==> config.mk <==
export PLATFORM = sky130hd
export DESIGN_NAME = link_state_report_parser
export DESIGN_NICKNAME = d
export VERILOG_FILES = /design/src/rtl/core/lsr_pkg.sv /design/src/rtl/core/link_state_report_parser.sv
export SDC_FILE = /design/constraint.sdc
export NUM_CORES = 1
export LEC_CHECK = 0
export ABC_AREA = 1
export BUFFER_PORTS_ARGS = -buffer_cell sky130_fd_sc_hd__buf_4
export CAP_MARGIN = 0
export CORE_MARGIN = 1.5
export CORE_UTILIZATION = 30
export DETAILED_ROUTE_END_ITERATION = 7
export PLACE_DENSITY_LB_ADDON = 0.08
export SYNTH_ARGS = -nofsm -noshare
export SYNTH_HDL_FRONTEND = slang
export SYNTH_SLANG_ARGS = --single-unit
==> constraint.sdc <==
create_clock -name clk -period 3.18 [get_ports clk]
set_input_delay 0.318 -clock clk [delete_from_list [all_inputs] [get_ports clk]]
set_output_delay 0.318 -clock clk [all_outputs]
set_load 0.01 [all_outputs]
==> src/rtl/core/lsr_pkg.sv <==
package lsr_pkg;

  // Report layout
  localparam int NODE_ID_BYTES = 8;
  localparam int LINK_ID_BYTES = 32;

  // Result queue sizing (power of two)
  localparam int OUT_DEPTH = 4;
  localparam int OUT_PTR_W = $clog2(OUT_DEPTH);
  localparam int OUT_CNT_W = $clog2(OUT_DEPTH + 1);

  // Result kinds
  localparam logic [2:0] KIND_TYPE       = 3'd0;
  localparam logic [2:0] KIND_NODE_BYTE  = 3'd1;
  localparam logic [2:0] KIND_LINK_COUNT = 3'd2;
  localparam logic [2:0] KIND_LINK_BYTE  = 3'd3;
  localparam logic [2:0] KIND_ITEM_COUNT = 3'd4;
  localparam logic [2:0] KIND_QOS_ITEM   = 3'd5;
  localparam logic [2:0] KIND_ERROR      = 3'd6;

  // Error codes
  localparam logic [1:0] ERR_NONE      = 2'd0;
  localparam logic [1:0] ERR_TRUNCATED = 2'd1;
  localparam logic [1:0] ERR_TRAILING  = 2'd2;

  typedef struct packed {
    logic [7:0] byte_in;
    logic       end_of_packet;
  } in_beat_t;

  typedef struct packed {
    logic [2:0]  kind;
    logic [7:0]  link_index;
    logic [7:0]  field_byte;
    logic [7:0]  item_id;
    logic [15:0] item_value;
    logic [1:0]  error_code;
    logic        last;
  } out_beat_t;

endpackage

==> src/rtl/core/link_state_report_parser.sv <==
// Link-state QoS report parser. Takes one report byte per in_ beat, in wire
// order, and emits a typed result beat as each field completes: the type
// byte, each node id byte, the link count, then per link each link id byte,
// the item count and one beat per three-byte QoS item (id plus big-endian
// 16-bit value), tagged with the link index. A packet that ends early gets a
// truncation error beat after the result of its last byte; bytes after a
// complete report give nothing until the end mark, which gives one
// trailing-bytes error beat. Rate: one input byte per clock. The parser
// state updates in the same cycle the byte is taken and its results are
// registered into a 4-entry result queue that feeds out_. The queue drains
// one beat per clock while out_ready is high; in_ready drops whenever fewer
// than two queue entries are free, which only throttles input when the
// consumer stalls or right after a byte that yields a result plus an error.
module link_state_report_parser (
  input  logic              clk,
  input  logic              rst_n,
  input  logic              in_valid,
  output logic              in_ready,
  input  lsr_pkg::in_beat_t in_data,
  output logic              out_valid,
  input  logic              out_ready,
  output lsr_pkg::out_beat_t out_data
);
  import lsr_pkg::*;

  typedef enum logic [2:0] {
    PH_TYPE, PH_NODE, PH_COUNT, PH_LID, PH_ICNT, PH_ITEM, PH_TRAIL
  } phase_t;

  // Parser state
  phase_t     phase_r, phase_nxt;
  logic [7:0] fbc_r, fbc_nxt;          // bytes taken in the current field
  logic [7:0] links_rem_r, links_rem_nxt;
  logic [7:0] items_rem_r, items_rem_nxt;
  logic [7:0] cur_link_r, cur_link_nxt;
  logic [7:0] held_id_r, held_id_nxt;
  logic [7:0] held_hi_r, held_hi_nxt;

  // Result queue
  out_beat_t             queue_r [OUT_DEPTH];
  logic [OUT_PTR_W-1:0]  wr_ptr_r, rd_ptr_r;
  logic [OUT_CNT_W-1:0]  cnt_r, cnt_nxt;

  logic       in_acc, out_acc;
  logic [1:0] push_n;
  out_beat_t  res0, res1;
  logic       complete, clear_state;
  logic [7:0] fbc_inc;
  logic [7:0] b;
  logic       eop;

  assign b   = in_data.byte_in;
  assign eop = in_data.end_of_packet;

  // Keep room for the worst case of two results per byte.
  assign in_ready  = (cnt_r <= OUT_CNT_W'(OUT_DEPTH - 2));
  assign in_acc    = in_valid && in_ready;
  assign out_valid = (cnt_r != '0);
  assign out_acc   = out_valid && out_ready;
  assign out_data  = queue_r[rd_ptr_r];

  assign fbc_inc = fbc_r + 8'd1;

  // Per-byte step: next parser state and up to two result beats.
  always_comb begin
    phase_nxt     = phase_r;
    fbc_nxt       = fbc_r;
    links_rem_nxt = links_rem_r;
    items_rem_nxt = items_rem_r;
    cur_link_nxt  = cur_link_r;
    held_id_nxt   = held_id_r;
    held_hi_nxt   = held_hi_r;
    res0          = '0;
    res1          = '0;
    push_n        = 2'd0;
    complete      = 1'b0;
    clear_state   = 1'b0;

    unique case (phase_r)
      PH_TYPE: begin
        res0.kind       = KIND_TYPE;
        res0.field_byte = b;
        push_n          = 2'd1;
        fbc_nxt         = '0;
        links_rem_nxt   = '0;
        items_rem_nxt   = '0;
        cur_link_nxt    = '0;
        phase_nxt       = PH_NODE;
      end
      PH_NODE: begin
        res0.kind       = KIND_NODE_BYTE;
        res0.field_byte = b;
        push_n          = 2'd1;
        fbc_nxt         = fbc_inc;
        if (fbc_inc >= 8'(NODE_ID_BYTES)) begin
          fbc_nxt   = '0;
          phase_nxt = PH_COUNT;
        end
      end
      PH_COUNT: begin
        res0.kind       = KIND_LINK_COUNT;
        res0.field_byte = b;
        push_n          = 2'd1;
        links_rem_nxt   = b;
        cur_link_nxt    = '0;
        fbc_nxt         = '0;
        if (b == 8'd0) begin
          complete = 1'b1;
        end else begin
          phase_nxt = PH_LID;
        end
      end
      PH_LID: begin
        res0.kind       = KIND_LINK_BYTE;
        res0.link_index = cur_link_r;
        res0.field_byte = b;
        push_n          = 2'd1;
        fbc_nxt         = fbc_inc;
        if (fbc_inc >= 8'(LINK_ID_BYTES)) begin
          fbc_nxt   = '0;
          phase_nxt = PH_ICNT;
        end
      end
      PH_ICNT: begin
        res0.kind       = KIND_ITEM_COUNT;
        res0.link_index = cur_link_r;
        res0.field_byte = b;
        push_n          = 2'd1;
        items_rem_nxt   = b;
        fbc_nxt         = '0;
        if (b == 8'd0) begin
          // Empty link record: close it.
          links_rem_nxt = links_rem_r - 8'd1;
          cur_link_nxt  = cur_link_r + 8'd1;
          if (links_rem_nxt == 8'd0) begin
            complete = 1'b1;
          end else begin
            phase_nxt = PH_LID;
          end
        end else begin
          phase_nxt = PH_ITEM;
        end
      end
      PH_ITEM: begin
        if (fbc_r == 8'd0) begin
          held_id_nxt = b;
          fbc_nxt     = 8'd1;
        end else if (fbc_r == 8'd1) begin
          held_hi_nxt = b;
          fbc_nxt     = 8'd2;
        end else begin
          // Low value byte completes the item.
          res0.kind       = KIND_QOS_ITEM;
          res0.link_index = cur_link_r;
          res0.item_id    = held_id_r;
          res0.item_value = {held_hi_r, b};
          push_n          = 2'd1;
          fbc_nxt         = '0;
          items_rem_nxt   = items_rem_r - 8'd1;
          if (items_rem_nxt == 8'd0) begin
            links_rem_nxt = links_rem_r - 8'd1;
            cur_link_nxt  = cur_link_r + 8'd1;
            if (links_rem_nxt == 8'd0) begin
              complete = 1'b1;
            end else begin
              phase_nxt = PH_LID;
            end
          end
        end
      end
      PH_TRAIL: begin
        // Drop bytes after a complete report; flag at the end mark.
        if (eop) begin
          res0.kind       = KIND_ERROR;
          res0.link_index = cur_link_r;
          res0.error_code = ERR_TRAILING;
          res0.last       = 1'b1;
          push_n          = 2'd1;
          clear_state     = 1'b1;
        end
      end
      default: begin
        clear_state = 1'b1;
      end
    endcase

    if (phase_r != PH_TRAIL) begin
      if (complete) begin
        if (eop) begin
          res0.last   = 1'b1;
          clear_state = 1'b1;
        end else begin
          phase_nxt = PH_TRAIL;
        end
      end else if (eop) begin
        // Early end: append a truncation error after any field result.
        if (push_n == 2'd0) begin
          res0.kind       = KIND_ERROR;
          res0.link_index = cur_link_nxt;
          res0.error_code = ERR_TRUNCATED;
          res0.last       = 1'b1;
          push_n          = 2'd1;
        end else begin
          res1.kind       = KIND_ERROR;
          res1.link_index = cur_link_nxt;
          res1.error_code = ERR_TRUNCATED;
          res1.last       = 1'b1;
          push_n          = 2'd2;
        end
        clear_state = 1'b1;
      end
    end

    if (clear_state) begin
      phase_nxt     = PH_TYPE;
      fbc_nxt       = '0;
      links_rem_nxt = '0;
      items_rem_nxt = '0;
      cur_link_nxt  = '0;
      held_id_nxt   = '0;
      held_hi_nxt   = '0;
    end
  end

  assign cnt_nxt = cnt_r + OUT_CNT_W'(in_acc ? push_n : 2'd0) - OUT_CNT_W'(out_acc);

  // Parser state and queue pointers.
  always_ff @(posedge clk) begin
    if (!rst_n) begin
      phase_r     <= PH_TYPE;
      fbc_r       <= '0;
      links_rem_r <= '0;
      items_rem_r <= '0;
      cur_link_r  <= '0;
      held_id_r   <= '0;
      held_hi_r   <= '0;
      wr_ptr_r    <= '0;
      rd_ptr_r    <= '0;
      cnt_r       <= '0;
    end else begin
      if (in_acc) begin
        phase_r     <= phase_nxt;
        fbc_r       <= fbc_nxt;
        links_rem_r <= links_rem_nxt;
        items_rem_r <= items_rem_nxt;
        cur_link_r  <= cur_link_nxt;
        held_id_r   <= held_id_nxt;
        held_hi_r   <= held_hi_nxt;
        wr_ptr_r    <= wr_ptr_r + OUT_PTR_W'(push_n);
      end
      if (out_acc) begin
        rd_ptr_r <= rd_ptr_r + OUT_PTR_W'(1);
      end
      cnt_r <= cnt_nxt;
    end
  end

  // Queue storage: write up to two results per accepted byte.
  always_ff @(posedge clk) begin
    if (in_acc && (push_n != 2'd0)) begin
      queue_r[wr_ptr_r] <= res0;
    end
    if (in_acc && (push_n == 2'd2)) begin
      queue_r[wr_ptr_r + OUT_PTR_W'(1)] <= res1;
    end
  end

  // Queue never overfills.
  a_cnt_bound: assert property (@(posedge clk) disable iff (!rst_n)
    cnt_r <= OUT_CNT_W'(OUT_DEPTH))
    else $error("result queue overflow");

  // Every end mark taken returns the parser to the type byte.
  a_eop_resync: assert property (@(posedge clk) disable iff (!rst_n)
    (in_acc && in_data.end_of_packet) |=> (phase_r == PH_TYPE))
    else $error("parser did not resync after end of packet");

  // An error beat always closes the packet.
  a_err_last: assert property (@(posedge clk) disable iff (!rst_n)
    (out_valid && (out_data.kind == KIND_ERROR)) |-> out_data.last)
    else $error("error beat without last");

  // Item byte position stays within the three-byte item.
  a_item_pos: assert property (@(posedge clk) disable iff (!rst_n)
    (phase_r == PH_ITEM) |-> (fbc_r <= 8'd2))
    else $error("item byte position out of range");

endmodule
==> flow_metrics.py, run 1 <==
metrics = {
    "grt": {
        "antenna_found_initial": 0,
        "grt_overflow": 0,
        "grt_usage_pct": 20.4,
        "grt_pass1_wl_um": 70400,
        "grt_max_degree": 80,
        "first_global_vias": 12000,
    },
    "clocking": {
        "cts_tree": "yes",
        "clk_pin_slew_ns": 0.06,
        "holdBufCountCts": 0,
        "cts_buffers": 29,
        "root_buffer": "clkbuf_16",
        "cts_htree_levels": 1,
        "clock_latency_ns": 0.56,
        "clkSinkCount": 244,
        "clk_path_buf_depth": 3,
    },
    "timing": {
        "slew_viol_final": 0,
        "setup_viol": 0,
        "rsz0062_at_grt": "true",
        "hold_viol_final": 0,
        "worst_slew_pin_slew_ns": 0.840,
        "fin_skew_ns": 0.00835,
        "whs_ns": 0.146,
        "finalCritPeriodShare_pct": 94.1,
        "maxSlewHeadroom_pct": 43.6,
        "fmax_mhz": 334,
        "fin_crit_ns": 2.99,
    },
    "detailed_routing": {
        "vias_per_cell": 5.04,
        "drtIter0Drc": 1035,
        "wl_um": 45200,
        "dr.pass1.iters": 5,
        "via_count": 12400,
        "wl_per_cell_um": 18.3,
        "drc": 0,
        "final_antenna_net_count": 0,
    },
    "setup_path": {
        "required_ns": 3.62,
        "start_kind": "flip-flop",
        "cp_cell_sequence": "inv_1 -> ha_1 -> nand2_2 -> a21oi_4 -> nor2_4 -> buf_4 -> nand3_2 -> nand2_2 -> buf_4 -> a21oi_2 -> nand4_4 -> ha_1 -> fa_1 -> xor2_1 -> inv_1 -> nor2_1",
        "max_stage_delay_ns": 0.38,
        "cp-end-kind": "flip-flop",
        "slowest_stage": "fa_1",
        "setup.worst_path.class": "flip-flop to flip-flop",
        "worstPathArrival_ns": 3.43,
        "critPathMaxFanout": 7,
    },
    "floorplanning": {
        "die_w_um": 209,
        "die_h_um": 209,
        "start_util_pct": 30.4,
        "io_pins": 61,
        "rows": 75,
        "dieArea_um2": 43600,
        "coreArea_um2": 41900,
    },
    "logic_synthesis": {
        "ys.warnings.count": 0,
        "syn_inst": 1851,
        "synth_cell_types": 42,
        "syn-num-nets": 1879,
        "yosysSeqAreaShare_pct": 42.2,
        "ys_ff_latch": 244,
        "synth.avg_cell_area_um2": 6.86,
        "syn_area_um2": 12700,
    },
    "final_layout": {
        "drive_above_1_share_pct": 12.3,
        "antenna_cells": 0,
        "mostFrequentLayoutCells": "347 x nand2_1, 331 x nor2_1, 194 x dfxtp_1, 173 x nand3_1, 170 x a21oi_1",
        "fillers": 4527,
        "nets": 1935,
        "utilization_pct": 36.0,
        "synthToLayoutAreaGrowth_pct": 18.6,
        "layout_commonest_cell": "nand2_1",
    },
    "placement": {
        "port_buffers": 60,
        "gp_congestion": 0.887,
        "hpwl_um": 28300,
    },
    "job": {
        "cap_violations": 0,
    },
    "power_and_ir_drop": {
        "p_per_area_nw_per_um2": 840,
        "peakVddDrop_mv": 0.440,
        "p_leak_nw": 6.80,
    },
    "min_path": {
        "hp-class": "input pin to flip-flop",
    },
    "outcome": {
        "outcome": "finished, final reports clean",
    },
}
-- flip-flops by register name, indices dropped and copies added (netlist names), named ones only --
register / cells
cnt_r: 3
cur_link_r: 8
fbc_r: 8
held_hi_r: 8
held_id_r: 8
items_rem_r: 8
links_rem_r: 8
phase_r: 3
queue_r: 184
rd_ptr_r: 2
wr_ptr_r: 2
-- through the flow --
stage	setup TNS, ns	setup slack, ns	instances	power (mW)	area, µm²
2_1_floorplan	0	0.0878	1851	7.55	12700
3_3_place_gp	0	0.198	2408	9.22	14000
3_5_place_dp	0	0.138	2408	9.27	14000
4_1_cts	0	0.122	2462	12.7	15000
5_1_grt	-0.0687	-0.0672	2469	13.6	15100
6_report	0	0.188	2469	12.7	15100
-- worst max-delay path, delay by kind of cell, from the launching register on --
kind,cells,cell delay (ns)
adders and majority gates,3,0.93
and+or+nand+nor,6,0.56
buffers and inverters,4,0.45
AOI/OAI and AO/OA,2,0.43
DFF,1,0.34
xor gates and xnor gates,1,0.17
-- cells in the mapped netlist, drive strengths merged --
| library cell | n | share of area [%] |
|---|---|---|
| nor3 | 10 | 0.39 |
| nand3b | 2 | 0.12 |
| nand3 | 177 | 7.1 |
| nand4 | 16 | 0.96 |
| o2111ai | 1 | 0.069 |
| nor2 | 346 | 10 |
| a31oi | 4 | 0.20 |
| nor3b | 1 | 0.059 |
| buf | 51 | 2.5 |
| clkbuf | 65 | 1.9 |
| edfxtp | 48 | 11 |
| o211ai | 2 | 0.12 |
| nor4 | 1 | 0.049 |
| ha | 14 | 1.4 |
| o22ai | 41 | 2.0 |
| fa | 1 | 0.16 |
| o21ai | 191 | 7.5 |
| xor2 | 9 | 0.62 |
| a211oi | 2 | 0.12 |
| a21oi | 172 | 6.9 |
| clkinv | 3 | 0.089 |
| dfxtp | 196 | 31 |
| o21bai | 1 | 0.059 |
| inv | 136 | 4.0 |
| nand2 | 358 | 11 |
| or4 | 1 | 0.059 |
| xnor2 | 2 | 0.14 |
-- cells by family (layout without fill, tap and decap cells) --
| group | after synthesis | count (layout) | synth area share, % |
|---|---|---|---|
| buffers and inverters | 255 | 333 | 8.49 |
| adder cells (fa/ha/maj) | 15 | 15 | 1.54 |
| XOR/XNOR | 11 | 11 | 0.758 |
| AND/OR/NAND/NOR | 912 | 913 | 30.0 |
| flip-flops | 244 | 244 | 42.2 |
| AO/OA/AOI/OAI | 414 | 414 | 17.0 |
-- power by group --
| group | internal [mW] | total, mW | switching (mW) |
|---|---|---|---|
| Combinational | 1.75 | 4.52 | 2.77 |
| Sequential | 4.22 | 4.71 | 0.484 |
| Clock | 2.03 | 3.43 | 1.40 |
-- path summary, 6_finish.rpt --
| check | end | slack [ns] | cells past startpoint | start |
|---|---|---|---|---|
| worst max-delay path | cnt_r[2]$_SDFF_PN0_ | 0.19 | 16 | fbc_r[0]$_SDFFE_PN0P_ |
| worst min-delay path | cnt_r[0]$_SDFF_PN0_ | 0.15 | 3 | rst_n |
| worst max register to register | cnt_r[2]$_SDFF_PN0_ | 0.19 | 16 | fbc_r[0]$_SDFFE_PN0P_ |
| worst min register to register | queue_r[3][34]$_SDFFE_PP0N_ | 0.46 | 2 | queue_r[3][34]$_SDFFE_PP0N_ |
-- metal layers --
metal | track usage [%] | vias up | wire [µm]
met3 | 2.57 | 52 | 2360
met4 | 4.35 | 0 | 774
li1 | - | 6235 | -
met1 | 29.5 | 5850 | 22100
met2 | 32.4 | 299 | 19900
met5 | 0 | - | 0
-- cell type report --
type | count | area [µm²] | share of cell area (%)
Inverter | 139 | 522 | 3.46
Clock inverter | 17 | 169 | 1.12
Tap cell | 539 | 674 | 4.48
Clock buffer | 37 | 806 | 5.35
Sequential cell | 244 | 5370 | 35.6
Multi-Input combinational cell | 1353 | 6320 | 42.0
Timing Repair Buffer | 140 | 1210 | 8.01
-- what timing repair did --
item	4_1_cts	5_1_grt
endpoints found under the setup margin	0	46
gates resized for setup	0	8
setup buffers	0	5
Power figures use the tool's default switching activity.
==> run 2: changes to the inputs <==
--- a/config.mk
+++ b/config.mk
@@ -12,6 +12,7 @@
 export CORE_UTILIZATION = 30
 export DETAILED_ROUTE_END_ITERATION = 7
 export PLACE_DENSITY_LB_ADDON = 0.08
+export RECOVER_POWER = 100
 export SYNTH_ARGS = -nofsm -noshare
 export SYNTH_HDL_FRONTEND = slang
 export SYNTH_SLANG_ARGS = --single-unit
==> run 2 against run 1 <==
  * Register-to-register slack hardly changed
  * Routed wire length is essentially flat
  * First-iteration DRC count shrank 7.5%
  * Sequential share of layout area is 0.28 points higher
  * Sequential cell count unchanged
  * Clock skew fell by 0.00062 ns
  * Worst setup slack worse by 0.0036 ns
  * Sequential power hardly changed
  * Clock power about the same
  * Critical path depth stayed put
  * Largest cell class unchanged
==> flow_metrics.py, run 2 (synthesis results as in run 1) <==
metrics = {
    "grt": {
        "grt_pass1_wl_um": 70400,
        "grt_usage_pct": 20.4,
        "grt_max_degree": 80,
        "grt_overflow": 0,
        "first_global_vias": 12000,
        "antenna_found_initial": 0,
    },
    "power_and_ir_drop": {
        "peakVddDrop_mv": 0.440,
        "p_leak_nw": 6.69,
        "p_per_area_nw_per_um2": 836,
    },
    "timing": {
        "fmax_mhz": 334,
        "maxSlewHeadroom_pct": 31.6,
        "fin_crit_ns": 3.00,
        "worst_slew_pin_slew_ns": 1.03,
        "finalCritPeriodShare_pct": 94.2,
        "finalSetupTns_ns": 0,
        "hold_viol_final": 0,
        "fin_skew_ns": 0.00773,
        "rsz0062_at_grt": "true",
        "setup_slack_ns": 0.185,
        "slew_viol_final": 0,
        "setup_viol": 0,
    },
    "detailed_routing": {
        "via_count": 12500,
        "wl_per_cell_um": 18.3,
        "drtIter0Drc": 957,
        "final_antenna_net_count": 0,
        "vias_per_cell": 5.04,
        "dr.pass1.iters": 5,
        "drc": 0,
        "wl_um": 45200,
    },
    "final_layout": {
        "utilization_pct": 35.7,
        "synthToLayoutAreaGrowth_pct": 17.7,
        "fillers": 4541,
        "largest_reg_flops": 184,
        "antenna_cells": 0,
        "top_register": "queue_r",
        "seq_area_um2": 5370,
        "layoutNonFillerInstCount": 2469,
        "drive_above_1_share_pct": 10.9,
        "nets": 1935,
        "layout_commonest_cell": "nand2_1",
        "multi_input_area_um2": 6320,
        "mostFrequentLayoutCells": "348 x nand2_1, 331 x nor2_1, 194 x dfxtp_1, 173 x nand3_1, 170 x a21oi_1",
    },
    "setup_path": {
        "setup.worst_path.class": "flip-flop to flip-flop",
        "start_kind": "flip-flop",
        "regToRegStartpoint": "fbc_r[0]$_SDFFE_PN0P_",
        "r2r_cells": 16,
        "critPathMaxFanout": 7,
        "cp-end-kind": "flip-flop",
        "r2r_setup_slack_ns": 0.18,
        "worstPathArrival_ns": 3.44,
        "rr_endpoint": "cnt_r[2]$_SDFF_PN0_",
        "required_ns": 3.62,
        "startpoint": "fbc_r[0]$_SDFFE_PN0P_",
        "endpoint": "cnt_r[2]$_SDFF_PN0_",
    },
    "placement": {
        "dp.cells": 2408,
        "post-place-ws_ns": 0.138,
        "port_buffers": 60,
        "hpwl_um": 28300,
        "gp_congestion": 0.887,
    },
    "floorplanning": {
        "start_util_pct": 30.4,
        "coreArea_um2": 41900,
        "die_w_um": 209,
        "rows": 75,
        "io_pins": 61,
        "die_h_um": 209,
        "dieArea_um2": 43600,
    },
    "clocking": {
        "root_buffer": "clkbuf_16",
        "clk_path_buf_depth": 3,
        "clk_pin_slew_ns": 0.06,
        "holdBufCountCts": 0,
        "cts_buffers": 29,
        "cts_tree": "yes",
        "cts_htree_levels": 1,
        "clkSinkCount": 244,
        "clock_latency_ns": 0.56,
    },
    "outcome": {
        "outcome": "finished, final reports clean",
    },
    "job": {
        "cap_violations": 0,
    },
    "min_path": {
        "hp-class": "input pin to flip-flop",
    },
}
-- run 2: cell count changes in the layout (fill, tap and decap cells not counted) --
cell and change:
buf_4 -28, clkbuf_1 +26, clkbuf_2 +2, buf_12 -1
clkbuf_4 +1, nand2_1 +1, nand2_2 -1
-- run 2: repair_timing --
item                                    4_1_cts  5_1_grt
endpoints found under the setup margin        0       46
resized for setup                             0        8
hold endpoints to repair                      0        0
setup buffers                                 0        5
-- run 2: worst min-delay path by stage --
stage,endpoint,from,cells after the start
floorplan,queue_r[3][10]$_SDFFE_PP0N_,queue_r[3][10]$_SDFFE_PP0N_,2
global placement,queue_r[3][34]$_SDFFE_PP0N_,queue_r[3][34]$_SDFFE_PP0N_,2
detailed placement,flip-flop,rd_ptr_r[1]$_SDFFE_PN0P_,2
CTS,cnt_r[0]$_SDFF_PN0_,rst_n,3
global route,cnt_r[0]$_SDFF_PN0_,rst_n,3
finish,cnt_r[0]$_SDFF_PN0_,rst_n,3
-- run 2: critical path, cell delays in order, from the launching register on --
cell and delay (ns):
dfxtp_2 0.33, inv_1 0.08, ha_1 0.18, nand2_2 0.09, a21oi_4 0.20, nor2_4 0.05, buf_4 0.14, nand3_2 0.07
nand2_2 0.06, buf_4 0.17, a21oi_2 0.23, nand4_4 0.27, ha_1 0.37, fa_1 0.38, xor2_1 0.17, inv_1 0.06
nor2_1 0.03
-- run 2: layout make-up --
cell class | count | area share [%]
multi-input cells | 1353 | 42.3
flip-flops and latches | 244 | 35.9
repair buffers | 140 | 7.30
clock buffers | 37 | 5.39
well taps | 539 | 4.51
inverters | 139 | 3.49
clock inverters | 17 | 1.13
-- run 2: through the flow --
step / power (mW) / hold WS (ns) / instance area [µm²]
global route: 13.4 / 0.152 / 14900
CTS: 12.7 / 0.139 / 15000
floorplan: 7.55 / 0.435 / 12700
detailed placement: 9.27 / 0.454 / 14000
global placement: 9.22 / 0.444 / 14000
finish: 12.5 / 0.151 / 14900
-- run 2: layer usage --
metal  global-route usage [%]  wire length [µm]  part of all wire [%]  vias up
met4                     4.35               730                   1.6        0
met3                     2.57              2500                   5.5       52
met5                        0                 0                     0        -
met1                     29.5             22000                    49     5852
li1                         -                 -                     -     6240
met2                     32.4             19900                    44      310
-- run 2: power breakdown --
part | leakage (nW) | switching, mW | internal [mW] | total [mW]
combinational | 4.12 | 2.77 | 1.60 | 4.37
clock | 0.489 | 1.40 | 2.03 | 3.43
sequential | 2.08 | 0.482 | 4.22 | 4.70
==> run 3: changes to the inputs <==
--- a/config.mk
+++ b/config.mk
@@ -10,6 +10,7 @@
 export CAP_MARGIN = 0
 export CORE_MARGIN = 1.5
 export CORE_UTILIZATION = 30
+export CTS_BUF_LIST = sky130_fd_sc_hd__clkbuf_8
 export DETAILED_ROUTE_END_ITERATION = 7
 export PLACE_DENSITY_LB_ADDON = 0.08
 export RECOVER_POWER = 100
==> run 3 against run 2 <==
  * Non-clock buffer count fell by 5
  * Final cell count is 1.1% higher
  * Register-to-register slack gained 0.02 ns
  * Worst setup slack improved by 0.024 ns
  * Worst hold slack worse by 0.054 ns
  * Sequential share of layout area grew 0.14 points
  * Clock skew grew 0.026 ns
  * First-iteration DRC count shrank 2.0%
  * Count of clock-buffer cells in the layout up 19
==> flow_metrics.py, run 3 (synthesis results as in run 1) <==
metrics = {
    "outcome": {
        "outcome": "finished, final reports clean",
    },
    "setup_path": {
        "cp-end-kind": "flip-flop",
        "critPathMaxFanout": 5,
        "startpoint": "links_rem_r[1]$_SDFFE_PN0P_",
        "r2r_cells": 21,
        "setup.worst_path.class": "flip-flop to flip-flop",
        "worstPathArrival_ns": 3.46,
        "r2r_setup_slack_ns": 0.21,
        "rr_endpoint": "cnt_r[2]$_SDFF_PN0_",
        "regToRegStartpoint": "links_rem_r[1]$_SDFFE_PN0P_",
        "required_ns": 3.67,
        "start_kind": "flip-flop",
    },
    "timing": {
        "fin_skew_ns": 0.0337,
        "maxSlewHeadroom_pct": 32.3,
        "fmax_mhz": 337,
        "worst_slew_pin_slew_ns": 1.01,
        "slew_viol_final": 0,
        "rsz0062_at_grt": "true",
        "finalCritPeriodShare_pct": 93.4,
        "fin_crit_ns": 2.97,
        "finalSetupTns_ns": 0,
        "setup_viol": 0,
        "hold_viol_final": 0,
        "whs_ns": 0.0965,
    },
    "power_and_ir_drop": {
        "p_leak_nw": 6.79,
        "sequentialPowerShare_pct": 38.6,
        "clkPwrFrac_pct": 24.7,
        "p_int_mw": 7.51,
        "p_sw_mw": 4.67,
        "peakVddDrop_mv": 0.295,
        "power_mw": 12.2,
        "combPwrFrac_pct": 36.6,
        "swShare_pct": 38.3,
        "p_per_area_nw_per_um2": 819,
    },
    "clocking": {
        "clk_pin_slew_ns": 0.06,
        "cts_buffers": 48,
        "root_buffer": "clkbuf_8",
        "clock_latency_ns": 0.62,
        "cts_tree": "yes",
        "holdBufCountCts": 0,
        "cts_htree_levels": 2,
        "clkSinkCount": 244,
        "clk_path_buf_depth": 3,
    },
    "floorplanning": {
        "die_w_um": 209,
        "io_pins": 61,
        "dieArea_um2": 43600,
        "die_h_um": 209,
        "coreArea_um2": 41900,
        "start_util_pct": 30.4,
        "rows": 75,
    },
    "min_path": {
        "hold_depth": 3,
        "min_to": "cnt_r[0]$_SDFF_PN0_",
        "hp-class": "input pin to flip-flop",
        "min_from": "rst_n",
    },
    "detailed_routing": {
        "final_antenna_net_count": 0,
        "via_count": 12500,
        "vias_per_cell": 4.99,
        "dr.pass1.iters": 5,
        "wl_per_cell_um": 18.1,
        "drc": 0,
        "wl_um": 45200,
        "drtIter0Drc": 938,
    },
    "grt": {
        "grt_max_degree": 80,
        "first_global_vias": 12200,
        "grt_overflow": 0,
        "antenna_found_initial": 0,
        "grt_usage_pct": 20.8,
        "grt_pass1_wl_um": 71000,
    },
    "placement": {
        "gp_congestion": 0.887,
        "port_buffers": 60,
        "hpwl_um": 28300,
        "dp.cells": 2408,
    },
    "final_layout": {
        "layout_commonest_cell": "nand2_1",
        "nets": 1949,
        "antenna_cells": 0,
        "largest_reg_flops": 184,
        "mostFrequentLayoutCells": "348 x nand2_1, 331 x nor2_1, 194 x dfxtp_1, 173 x nand3_1, 170 x a21oi_1",
        "layoutNonFillerInstCount": 2496,
        "top_register": "queue_r",
        "synthToLayoutAreaGrowth_pct": 17.2,
        "drive_above_1_share_pct": 12.0,
    },
    "job": {
        "cap_violations": 0,
    },
}
run 3: cell count changes in the layout (fill, tap and decap cells not counted), sizes merged:
cell / delta
bufinv: -3
clkinv: -7
clkbuf: -1
buf: +15
inv: +23
run 3: metrics by stage:
| stage | setup WS, ns | instance area, µm² | util [%] |
|---|---|---|---|
| global placement | 0.198 | 14000 | 33.4 |
| detailed placement | 0.138 | 14000 | 33.4 |
| global route | -0.0449 | 14900 | 35.6 |
| CTS | 0.134 | 14900 | 35.6 |
| finish | 0.209 | 14900 | 35.6 |
| floorplan | 0.0878 | 12700 | - |
run 3: what timing repair did:
item	CTS	global route
hold endpoints to repair	0	0
buffers inserted	0	1
endpoints found under the setup margin	0	50
gates resized for setup	0	9
run 3: worst max-delay path, cell delays in order (launching register included):
cell     delay [ns]
dfxtp_1        0.29
inv_1          0.11
ha_1           0.20
inv_2          0.05
nor2_4         0.14
nand2_1        0.08
nand2_1        0.08
nand3_1        0.08
nor2_2         0.14
nand2_1        0.08
nor2_2         0.13
nand2_2        0.08
nand4_2        0.09
nand3_2        0.09
ha_1           0.28
inv_1          0.06
ha_1           0.13
inv_1          0.06
fa_1           0.42
xor2_1         0.17
inv_1          0.06
nor2_1         0.03
run 3: area by class of cell:
cell class / instances / area (µm²)
Clock buffer: 56 / 771
Clock inverter: 30 / 126
Fill cell: 4578 / 27000
Inverter: 139 / 522
Multi-Input combinational cell: 1353 / 6320
Sequential cell: 244 / 5370
Tap cell: 539 / 674
Timing Repair Buffer: 135 / 1110
run 3: metal layers:
metal | GRT usage (%) | vias to the layer above | share of wire, %
met1 | 29.4 | 5839 | 48
met2 | 32.6 | 305 | 45
met5 | 0 | - | 0
met3 | 3.37 | 52 | 5.5
met4 | 5.85 | 0 | 1.6
li1 | - | 6266 | -
run 3: worst max-delay path by stage:
stage | slack [ns] | to | depth (start not counted)
after detailed placement | 0.14 | cnt_r[2]$_SDFF_PN0_ | 21
after global routing | -0.04 | cnt_r[2]$_SDFF_PN0_ | 21
after global placement | 0.20 | cnt_r[2]$_SDFF_PN0_ | 21
after CTS | 0.13 | cnt_r[2]$_SDFF_PN0_ | 21
after floorplan | 0.09 | cnt_r[2]$_SDFF_PN0_ | 18
final | 0.21 | cnt_r[2]$_SDFF_PN0_ | 21
run 3: power by group through the flow:
stage	Combinational [mW]	Sequential (mW)	Clock, mW
after global routing	5.06	4.82	3.26
after detailed placement	4.52	4.75	0
final	4.46	4.71	3.01
after CTS	4.53	4.70	3.13
after floorplan	2.92	4.63	0
after global placement	4.48	4.74	0
